--- config.mk ---
export PLATFORM = sky130hd
export DESIGN_NAME = positional_sequence_list
export DESIGN_NICKNAME = d
export VERILOG_FILES = /design/src/design/psl_pkg.sv /design/src/design/psl_ram.sv /design/src/design/psl_ctrl.sv /design/src/design/positional_sequence_list.sv
export SDC_FILE = /design/constraint.sdc
export NUM_CORES = 2
export LEC_CHECK = 0
export ABC_AREA = 1
export BUFFER_PORTS_ARGS = -buffer_cell sky130_fd_sc_hd__buf_2
export CAP_MARGIN = 30
export CORE_MARGIN = 2
export CORE_UTILIZATION = 45
export DETAILED_ROUTE_END_ITERATION = 12
export PLACE_DENSITY = 0.6
export SETUP_SLACK_MARGIN = 0.3
export SLEW_MARGIN = 20
export SYNTH_ARGS = -nofsm -noshare
export SYNTH_HDL_FRONTEND = slang
export SYNTH_SLANG_ARGS = --single-unit
export TNS_END_PERCENT = 50
--- constraint.sdc ---
create_clock -name clk -period 7.5 [get_ports clk]
set_input_delay 0.75 -clock clk [delete_from_list [all_inputs] [get_ports clk]]
set_output_delay 0.75 -clock clk [all_outputs]
set_load 0.005 [all_outputs]
--- src/design/psl_pkg.sv ---
package psl_pkg;

  localparam int CAPACITY = 128;
  localparam int DATA_W   = 32;
  localparam int POS_W    = 8;
  localparam int LEN_W    = 8;
  localparam int ADDR_W   = $clog2(CAPACITY);
  localparam int CNT_W    = $clog2(CAPACITY + 1);
  localparam int CMP_W    = (CNT_W > POS_W) ? CNT_W : POS_W;

  typedef enum logic [1:0] {
    OP_INSERT = 2'd0,
    OP_DELETE = 2'd1,
    OP_UPDATE = 2'd2,
    OP_READ   = 2'd3
  } kind_t;

  typedef enum logic [1:0] {
    STAT_OK     = 2'd0,
    STAT_FULL   = 2'd1,
    STAT_EMPTY  = 2'd2,
    STAT_BADPOS = 2'd3
  } status_t;

  typedef enum logic [2:0] {
    S_IDLE,
    S_READ,
    S_SHIFT,
    S_DRAIN,
    S_PLACE
  } psl_state_t;

  typedef struct packed {
    kind_t                     kind;
    logic [POS_W-1:0]          position;
    logic signed [DATA_W-1:0]  value;
  } req_t;

  typedef struct packed {
    status_t                   status;
    logic signed [DATA_W-1:0]  read_value;
    logic [LEN_W-1:0]          length;
  } rsp_t;

  typedef struct packed {
    logic                      we;
    logic [ADDR_W-1:0]         waddr;
    logic [DATA_W-1:0]         wdata;
    logic [ADDR_W-1:0]         raddr;
  } mem_cmd_t;

  typedef struct packed {
    logic                      fire;
    rsp_t                      rsp;
  } fin_t;

endpackage

--- src/design/psl_ram.sv ---
module psl_ram #(
  parameter int DEPTH = 128,
  parameter int WIDTH = 32
) (
  input  logic                      clk,
  input  logic                      we,
  input  logic [$clog2(DEPTH)-1:0]  waddr,
  input  logic [WIDTH-1:0]          wdata,
  input  logic [$clog2(DEPTH)-1:0]  raddr,
  output logic [WIDTH-1:0]          rdata
);

  logic [WIDTH-1:0] mem [DEPTH];

  always_ff @(posedge clk) begin
    if (we) begin
      mem[waddr] <= wdata;
    end
  end

  always_ff @(posedge clk) begin
    rdata <= mem[raddr];
  end

endmodule

--- src/design/psl_ctrl.sv ---
module psl_ctrl (
  input  logic                      clk,
  input  logic                      rst,
  input  logic                      start,
  input  psl_pkg::req_t             request,
  input  logic [psl_pkg::DATA_W-1:0] rdata,
  output logic                      busy,
  output psl_pkg::mem_cmd_t         mem_cmd,
  output psl_pkg::fin_t             fin
);

  import psl_pkg::*;

  psl_state_t        state, state_next;
  logic [CNT_W-1:0]  count, count_next;
  kind_t             kind_r, kind_r_next;
  logic [ADDR_W-1:0] pos_r, pos_r_next;
  logic [DATA_W-1:0] val_r, val_r_next;
  logic [ADDR_W-1:0] rd_ptr, rd_ptr_next;
  logic              pend, pend_next;
  logic [ADDR_W-1:0] pend_addr, pend_addr_next;

  logic [CMP_W-1:0]  cnt_x, pos_x, cnt_next_x;
  logic [ADDR_W-1:0] last_idx;
  logic              take, is_ins, shift_last;
  logic              req_ok;
  status_t           req_status;

  assign busy       = (state != S_IDLE);
  assign take       = start && (state == S_IDLE);
  assign cnt_x      = CMP_W'(count);
  assign pos_x      = CMP_W'(request.position);
  assign last_idx   = ADDR_W'(count - CNT_W'(1));
  assign is_ins     = (kind_r == OP_INSERT);
  assign shift_last = is_ins ? (rd_ptr == pos_r) : (rd_ptr == last_idx);
  assign cnt_next_x = CMP_W'(count_next);

  always_comb begin
    req_status = STAT_OK;
    if (request.kind == OP_INSERT) begin
      if (count >= CNT_W'(CAPACITY)) begin
        req_status = STAT_FULL;
      end else if (pos_x > cnt_x) begin
        req_status = STAT_BADPOS;
      end
    end else begin
      if (count == '0) begin
        req_status = STAT_EMPTY;
      end else if (pos_x >= cnt_x) begin
        req_status = STAT_BADPOS;
      end
    end
    req_ok = (req_status == STAT_OK);
  end

  always_comb begin
    state_next = state;
    case (state)
      S_IDLE: begin
        if (take && req_ok) begin
          case (request.kind)
            OP_INSERT: if (pos_x != cnt_x) state_next = S_SHIFT;
            OP_DELETE: if (pos_x != cnt_x - CMP_W'(1)) state_next = S_SHIFT;
            OP_READ:   state_next = S_READ;
            default:   state_next = S_IDLE;
          endcase
        end
      end
      S_SHIFT: if (shift_last) state_next = S_DRAIN;
      S_DRAIN: state_next = is_ins ? S_PLACE : S_IDLE;
      S_PLACE: state_next = S_IDLE;
      S_READ:  state_next = S_IDLE;
      default: state_next = S_IDLE;
    endcase
  end

  always_comb begin
    count_next     = count;
    kind_r_next    = kind_r;
    pos_r_next     = pos_r;
    val_r_next     = val_r;
    rd_ptr_next    = rd_ptr;
    pend_next      = pend;
    pend_addr_next = pend_addr;
    mem_cmd        = '0;
    fin            = '0;
    fin.rsp.status = STAT_OK;
    case (state)
      S_IDLE: begin
        if (take) begin
          kind_r_next    = request.kind;
          pos_r_next     = request.position[ADDR_W-1:0];
          val_r_next     = request.value;
          pend_next      = 1'b0;
          mem_cmd.raddr  = request.position[ADDR_W-1:0];
          fin.fire       = 1'b1;
          fin.rsp.status = req_status;
          if (req_ok) begin
            case (request.kind)
              OP_INSERT: begin
                if (pos_x == cnt_x) begin
                  mem_cmd.we    = 1'b1;
                  mem_cmd.waddr = request.position[ADDR_W-1:0];
                  mem_cmd.wdata = request.value;
                  count_next    = count + CNT_W'(1);
                end else begin
                  fin.fire    = 1'b0;
                  rd_ptr_next = last_idx;
                end
              end
              OP_DELETE: begin
                if (pos_x == cnt_x - CMP_W'(1)) begin
                  count_next = count - CNT_W'(1);
                end else begin
                  fin.fire    = 1'b0;
                  rd_ptr_next = request.position[ADDR_W-1:0] + ADDR_W'(1);
                end
              end
              OP_UPDATE: begin
                mem_cmd.we    = 1'b1;
                mem_cmd.waddr = request.position[ADDR_W-1:0];
                mem_cmd.wdata = request.value;
              end
              default: fin.fire = 1'b0;
            endcase
          end
        end
      end
      S_SHIFT: begin
        mem_cmd.raddr  = rd_ptr;
        mem_cmd.we     = pend;
        mem_cmd.waddr  = pend_addr;
        mem_cmd.wdata  = rdata;
        pend_next      = 1'b1;
        pend_addr_next = is_ins ? rd_ptr + ADDR_W'(1) : rd_ptr - ADDR_W'(1);
        if (!shift_last) begin
          rd_ptr_next = is_ins ? rd_ptr - ADDR_W'(1) : rd_ptr + ADDR_W'(1);
        end
      end
      S_DRAIN: begin
        mem_cmd.we    = 1'b1;
        mem_cmd.waddr = pend_addr;
        mem_cmd.wdata = rdata;
        pend_next     = 1'b0;
        if (!is_ins) begin
          count_next = count - CNT_W'(1);
          fin.fire   = 1'b1;
        end
      end
      S_PLACE: begin
        mem_cmd.we    = 1'b1;
        mem_cmd.waddr = pos_r;
        mem_cmd.wdata = val_r;
        count_next    = count + CNT_W'(1);
        fin.fire      = 1'b1;
      end
      S_READ: begin
        fin.fire           = 1'b1;
        fin.rsp.read_value = rdata;
      end
      default: ;
    endcase
    fin.rsp.length = cnt_next_x[LEN_W-1:0];
  end

  always_ff @(posedge clk) begin
    if (rst) begin
      state <= S_IDLE;
      count <= '0;
      pend  <= 1'b0;
    end else begin
      state <= state_next;
      count <= count_next;
      pend  <= pend_next;
    end
  end

  always_ff @(posedge clk) begin
    kind_r    <= kind_r_next;
    pos_r     <= pos_r_next;
    val_r     <= val_r_next;
    rd_ptr    <= rd_ptr_next;
    pend_addr <= pend_addr_next;
  end

endmodule

--- src/design/positional_sequence_list.sv ---
// Bounded ordered list of up to CAPACITY signed 32-bit entries held in one
// synchronous memory. An item is taken when start is high and busy is low;
// its result shows on result for one cycle with done high, and must be taken
// then. Rejected items, appends, updates, and deletes of the last entry give
// done in the cycle after the item is taken; reads first pass through a read
// state. Insert and delete at a position inside the list move each later
// entry through the memory's single read and single write port, one entry per
// cycle, then write the last moved entry in a drain state; insert then places
// the new value. Busy stays high until that is done. A new item may be taken
// in the cycle its predecessor's result is shown.
module positional_sequence_list (
  input  logic           clk,
  input  logic           rst,
  input  logic           start,
  input  psl_pkg::req_t  request,
  output logic           busy,
  output logic           done,
  output psl_pkg::rsp_t  result
);

  import psl_pkg::*;

  mem_cmd_t          mem_cmd;
  fin_t              fin;
  logic [DATA_W-1:0] rdata;

  psl_ctrl u_ctrl (
    .clk     (clk),
    .rst     (rst),
    .start   (start),
    .request (request),
    .rdata   (rdata),
    .busy    (busy),
    .mem_cmd (mem_cmd),
    .fin     (fin)
  );

  psl_ram #(
    .DEPTH (CAPACITY),
    .WIDTH (DATA_W)
  ) u_ram (
    .clk   (clk),
    .we    (mem_cmd.we),
    .waddr (mem_cmd.waddr),
    .wdata (mem_cmd.wdata),
    .raddr (mem_cmd.raddr),
    .rdata (rdata)
  );

  always_ff @(posedge clk) begin
    if (rst) begin
      done <= 1'b0;
    end else begin
      done <= fin.fire;
    end
  end

  always_ff @(posedge clk) begin
    if (fin.fire) begin
      result <= fin.rsp;
    end
  end

endmodule

* After elaboration in Yosys (flattened, before gate mapping)
Memories as Yosys holds them, arrays and structs flattened. A register that Yosys moved wholly into a read port is not among the register bits.
Cells that the tools add are included.
Widths: inputs -> output; s select.
** Storage, ports and cells
- Flip-flop bits (word level) :: 110
- Bits in latches :: 0
- Bits in writable memories :: 4096
- Memory bits (read-only) :: 0
- Input bits :: 45
- Word-level logic and storage cells :: 105
- Memories kept :: 1
** Cells by class
- $add $sub $neg :: 5
- $mul :: 0
- Div/mod/pow operators :: 0
- Magnitude comparators :: 3
- Equal/unequal tests :: 23
- Shift operators :: 0
- Muxes and demuxes :: 46
- Bitwise operators :: 0
- Reductions and logical operators :: 15
** Memories
- u_ram.mem :: depth 128, bits a word 32, rd ports 1, clocked after Yosys merged registers in 1, wr ports 1, RTL line psl_ram.sv:13 : logic [WIDTH-1:0] mem [DEPTH];
** Operator list (count)
- $pmux 40 s4 :: 1
- $mux 40 :: 2
- $pmux 40 s2 :: 1
- $mux 7 :: 7
- $mux 47 :: 1
- $pmux 7 s2 :: 3
- $mux 8 :: 5
- $pmux 8 s3 :: 1
- $mux 3 :: 6
- $pmux 3 s3 :: 2
- $eq 8x8->1 :: 2
- $ne 8x8->1 :: 2
- $pmux 8 s2 :: 1
- $ne 3x3->1 const B :: 5
- $add 7x1->7 const B :: 2
- $eq 7x7->1 :: 2
- $mux 2 :: 5
- $pmux 1 s3 :: 3
- $add 8x1->8 const B :: 1
- $ge 8x8->1 :: 1
- $ge 8x8->1 const B :: 1
- $gt 8x8->1 :: 1
- $logic_not 8->1 :: 1
- $mux 1 :: 8
- 18 further kinds :: 28

* Logic depth before layout (Yosys ltp)
- Depth in word-level cells :: 10
- Depth in mapped cells :: 21
- Gate-level depth less buffers :: 20

* By module
Synthesis repeated with hierarchy kept, for this count alone.
** Second synthesis, totals
- Cell total of the unflattened synthesis :: 14173
- Area, all modules :: 171295.5 um^2
** By module, submodules not included
- psl_ram :: instances 1, cells each 13389, area an instance 164634.1 um^2
- psl_ctrl :: instances 1, cells each 739, area an instance 5370.2 um^2
- positional_sequence_list :: instances 1, cells each 45, area an instance 1291.2 um^2

* Least setup slack after synthesis
Ideal clock, no wire load.
- Path kind :: register to register
- From :: register u_ctrl.state[1]
- To :: memory u_ram.mem[0][6], data pin
- Data arrival time :: 5.964 ns
- Slack :: 0.339 ns
- Cell stages (with the launch flop) :: 7
- Path buffers :: 2
- Period minus slack after synthesis :: 7.161 ns
- Cell sequence :: dfxtp_1 inv_2 nor2_8 inv_1 clkbuf_1 clkbuf_1 o21ai_0
** RTL lines
- from (decl) :: RTL line psl_ctrl.sv:14 : psl_state_t state, state_next;
- from (signal assigned) :: RTL line psl_ctrl.sv:172 : state <= state_next;
- to (decl) :: RTL line psl_ram.sv:13

* Worst setup path after layout
- From :: register u_ctrl.count[7], in the netlist u_ctrl.cnt_x[7]
- To :: memory u_ram.mem[109][21], enable pin
** Between the ends
- Longest elaborated chain between the ends :: 10
- Elaborated cells on any way between the ends :: 18
** RTL lines
- from (decl) :: RTL line psl_ctrl.sv:15 : logic [CNT_W-1:0] count, count_next;
- from (signal assigned) :: RTL line psl_ctrl.sv:173 : count <= count_next;
- $ge 8x8->1 / $gt 8x8->1 (equally long branches) :: RTL line psl_ctrl.sv:49, psl_ctrl.sv:43
- $mux 2, on equally long branches :: RTL line psl_ctrl.sv:49, psl_ctrl.sv:43
- $mux 2, on equally long branches :: RTL line psl_ctrl.sv:47, psl_ctrl.sv:41
- $mux 2 :: RTL line psl_ctrl.sv:40 : if (request.kind == OP_INSERT) begin
- $logic_not 2->1 :: RTL line psl_ctrl.sv:53 : req_ok = (req_status == STAT_OK);
- $mux 40 (*) :: RTL line psl_ctrl.sv:98 : if (req_ok) begin
- $mux 47 (*) :: RTL line psl_ctrl.sv:90 : if (take) begin
- $pmux 40 s4 (*) :: RTL line psl_ctrl.sv:88 : case (state)
- $mux 1 :: RTL line psl_ram.sv:16 : if (we) begin
- $mux 1 (not written as such) :: RTL line psl_ram.sv:17 : mem[waddr] <= wdata;
Mark *: on every way between the ends. The rest lies on a longest branch, timed or not.

==> results.toml <==
[status]
run_status = "finished, final reports clean"

[critical_path]
cp_launch_type = "flop"
crit_path_max_fanout = 18
worstPathRequired_ns = 8.16
worstPathArrival_ns = 6.45
critical_path_class = "flop to flop"
critical_path.endpoint_type = "flop"

[clock_tree]
clock_sink_count = 4238
clkLatencyLatePin_ns = 1.00
cts_buffers = 427
cts-root-buf = "sky130_fd_sc_hd__clkbuf_16"
clock_tree_from_tritoncts = "built"
post-cts-setup-buffers = 0
path_clk_slew_ns = 0.07
cts-htree-levels = 5
cts.path.max_buffers = 4

[routing]
wl_per_cell_um = 26.81
wirelength_um = 523600
remaining_drc_errors = 0
via_per_inst = 5.782
routed-via-count = 112900
dr.pass1.iters = 9
first_iter_violations = 16830
detail-route-antenna-nets = 0

[sta]
layout_worst_path_cycle_share_pct = 77.17
grt_setup_unrepaired = "no"
max_slew_margin_pct = 26.48
fin_tns_setup_ns = 0
final_setup_vio_count = 0
max_freq_mhz = 172.8
hold_slack_ns = 0.06526
post-route-worst-setup-slack_ns = 1.712
timing.final.crit_period_ns = 5.788
hold_violations = 0
worst_pin_slew_ns = 1.103
fin_worst_skew_ns = 0.07453
drv_slew = 0

[pwr]
internal_power_mw = 39.52
power.share.sequential_pct = 48.9
ir_drop_uv = 213.7
power.leakage_nw = 67.74
comb_power_share_pct = 12.9
power_density_mw_per_mm2 = 279.0
clock_power_share_pct = 38.1
net-switching-power_mw = 14.58
switching_share_pct = 26.94

[floorplan]
core_area_mm2 = 0.3789
top_level_ports = 89
floorplan.die.width_um = 620.9
core.rowCount = 226
fp.dieArea_mm2 = 0.3855
floorplan.die.height_um = 620.9
start_util_pct = 45.19

[layout]
layout_commonest_cell = "sky130_fd_sc_hd__nand2_1"
post_route_cells_drive_above_1_share_pct = 8.356
layout_common_cells = "4283 x sky130_fd_sc_hd__nand2_1, 4193 x sky130_fd_sc_hd__edfxtp_1, 4159 x sky130_fd_sc_hd__nand3_1, 435 x sky130_fd_sc_hd__clkbuf_16, 149 x sky130_fd_sc_hd__buf_4"
fillCellCount = 32000
post-route-cell-area_mm2 = 0.1939
area_growth_pct = 13.23
final_nets = 14220

[yosys]
syn_avg_cell_area_um2 = 12.05
yosys.area_share.xor_xnor_pct = 0.09207
synth_top_family_by_area = "simple AND/OR/NAND/NOR gates"
number_of_warnings_reported_in_the_yosys_synthesis_log = 0
syn_inst_count = 14210
synth.ff_latch_count = 4238
synth-simple-area-share_pct = 22.24
synth_compound_gate_area_share_pct = 0.5502
synth-seq-area-share_pct = 74.06
adder_cell_fraction_of_synth_area_pct = 0.1023
post_synth_instance_area_mm2 = 0.1712
synth.area.mux_share_pct = 0.005846
synth_cell_type_count = 46
mappedNetlistNets = 14270

[grt]
via_count_of_the_first_global_routing_pass = 103300
grt_first_pass_wirelength_um = 744500
antenna_found_initial = 25
track_usage_pct = 26.60
grt_start_max_net_pins = 181
grt_overflow = 0

[placement]
setup_ws_pre_cts_ns = 1.547
placed_cell_area_mm2 = 0.1798
dp_hpwl_um = 295800
replace_congestion = 0.9421
input_output_buffers = 88

[run]
drv_cap = 0

[worst_hold_path]
hold_class = "primary input to flop"
-- what timing repair did --
item	4_1_cts	5_1_grt
hold endpoints to repair	29	0
hold buffers	29	0
gates resized for setup	0	0
-- layer usage --
layer	GRT usage (%)	vias to the layer above	part of all wire, %
met5	0	-	0.0061
met4	11.48	4	4.9
met3	5.090	891	10
met2	40.26	5761	45
met1	37.61	55500	40
li1	-	50750	-
-- stage by stage --
step                      utilization, %  total power, mW  std cells
after CTS                          51.04            54.13      19500
after floorplan                        -            30.84      14210
after global placement             46.80            33.75      18600
after global routing               51.16            55.57      19520
after detailed placement           47.44            33.81      18700
final                              51.17            54.10      19530
-- flip-flops by register name (all words and copies together), names as in the netlist, 3 cells and up --
name	count
result	42
u_ctrl.cnt_x	8
u_ctrl.pend_addr	7
u_ctrl.pos_r	7
u_ctrl.rd_ptr	7
u_ctrl.state	3
u_ctrl.val_r	32
u_ram.mem	4096
u_ram.rdata	32
-- Yosys cell counts (all sizes together) --
cell        n  area share (%)
a211oi      8           0.035
a21o        1          0.0044
a21oi      28           0.088
a22o        2           0.010
a22oi       4           0.018
a311oi      2           0.010
a31oi       3           0.011
and2        1          0.0051
and3        1          0.0037
buf       745             2.2
clkbuf    198            0.43
clkinv      5           0.011
dfxtp      45            0.53
edfxtp   4193              74
ha         14            0.10
inv       124            0.27
mux2i       1          0.0058
nand2    4293             9.4
nand3    4170              12
nand4       6           0.022
nor2      229            0.52
nor3       12           0.035
nor4        1          0.0037
o2111ai     1          0.0051
o211ai     37            0.16
o21a        3           0.013
o21ai      48            0.14
o221ai      2           0.010
o22ai      10           0.040
or2         1          0.0037
xnor2       3           0.015
xor2       15           0.077
-- path summary, 6_finish.rpt --
| path | from | slack [ns] | endpoint | cells past startpoint |
|---|---|---|---|---|
| worst max-delay path | u_ctrl.cnt_x[7]$_SDFF_PP0_ | 1.71 | u_ram.mem[109][21]$_DFFE_PP_ | 16 |
| worst min-delay path | request[34] | 0.07 | u_ctrl.pos_r[2]$_DFFE_PP_ | 1 |
| worst max register to register | u_ctrl.cnt_x[7]$_SDFF_PP0_ | 1.71 | u_ram.mem[109][21]$_DFFE_PP_ | 16 |
| worst min register to register | u_ctrl.pend$_SDFFE_PP0P_ | 0.49 | u_ctrl.pend$_SDFFE_PP0P_ | 2 |
-- cell families after synthesis --
kind of cell	Yosys count
compound gates	149
buf+inv	1072
xor+xnor	18
mux	1
flops	4238
simple gates	8714
fa+ha+maj	14
-- area by class of cell --
type	instances	area (µm²)	share of cell area, %
diodes	6	15.01	0.007744
clock buffers	532	11270	5.813
clock inverters	236	2053	1.059
inverters	129	519.2	0.2678
multi-input cells	8896	40490	20.89
flip-flops and latches	4238	126800	65.41
well taps	5016	6276	3.237
repair buffers	473	6444	3.324
-- critical path, stage by stage (launching register included) --
cell	delay, ns
sky130_fd_sc_hd__dfxtp_1	0.50
sky130_fd_sc_hd__clkinv_1	0.28
sky130_fd_sc_hd__ha_1	0.37
sky130_fd_sc_hd__nand2_1	0.09
sky130_fd_sc_hd__nor2_2	0.16
sky130_fd_sc_hd__nand2_2	0.25
sky130_fd_sc_hd__nand2_2	0.18
sky130_fd_sc_hd__nor2_1	0.07
sky130_fd_sc_hd__and2_4	0.18
sky130_fd_sc_hd__a21oi_4	0.20
sky130_fd_sc_hd__nand2_4	0.11
sky130_fd_sc_hd__nor2_1	0.32
sky130_fd_sc_hd__a21oi_1	0.12
sky130_fd_sc_hd__nor2_1	0.78
sky130_fd_sc_hd__nand2_1	0.74
sky130_fd_sc_hd__nor2_4	0.82
sky130_fd_sc_hd__buf_16	0.23
-- power by group through the flow --
stage / clock (mW) / combinational, mW / sequential [mW]
after floorplan: 0 / 3.80 / 27.0
after global placement: 0 / 6.79 / 27.0
after detailed placement: 0 / 6.85 / 27.0
after CTS: 20.8 / 6.87 / 26.5
after global routing: 21.7 / 7.39 / 26.5
final: 20.6 / 7.00 / 26.5
Power figures use the tool's default switching activity.
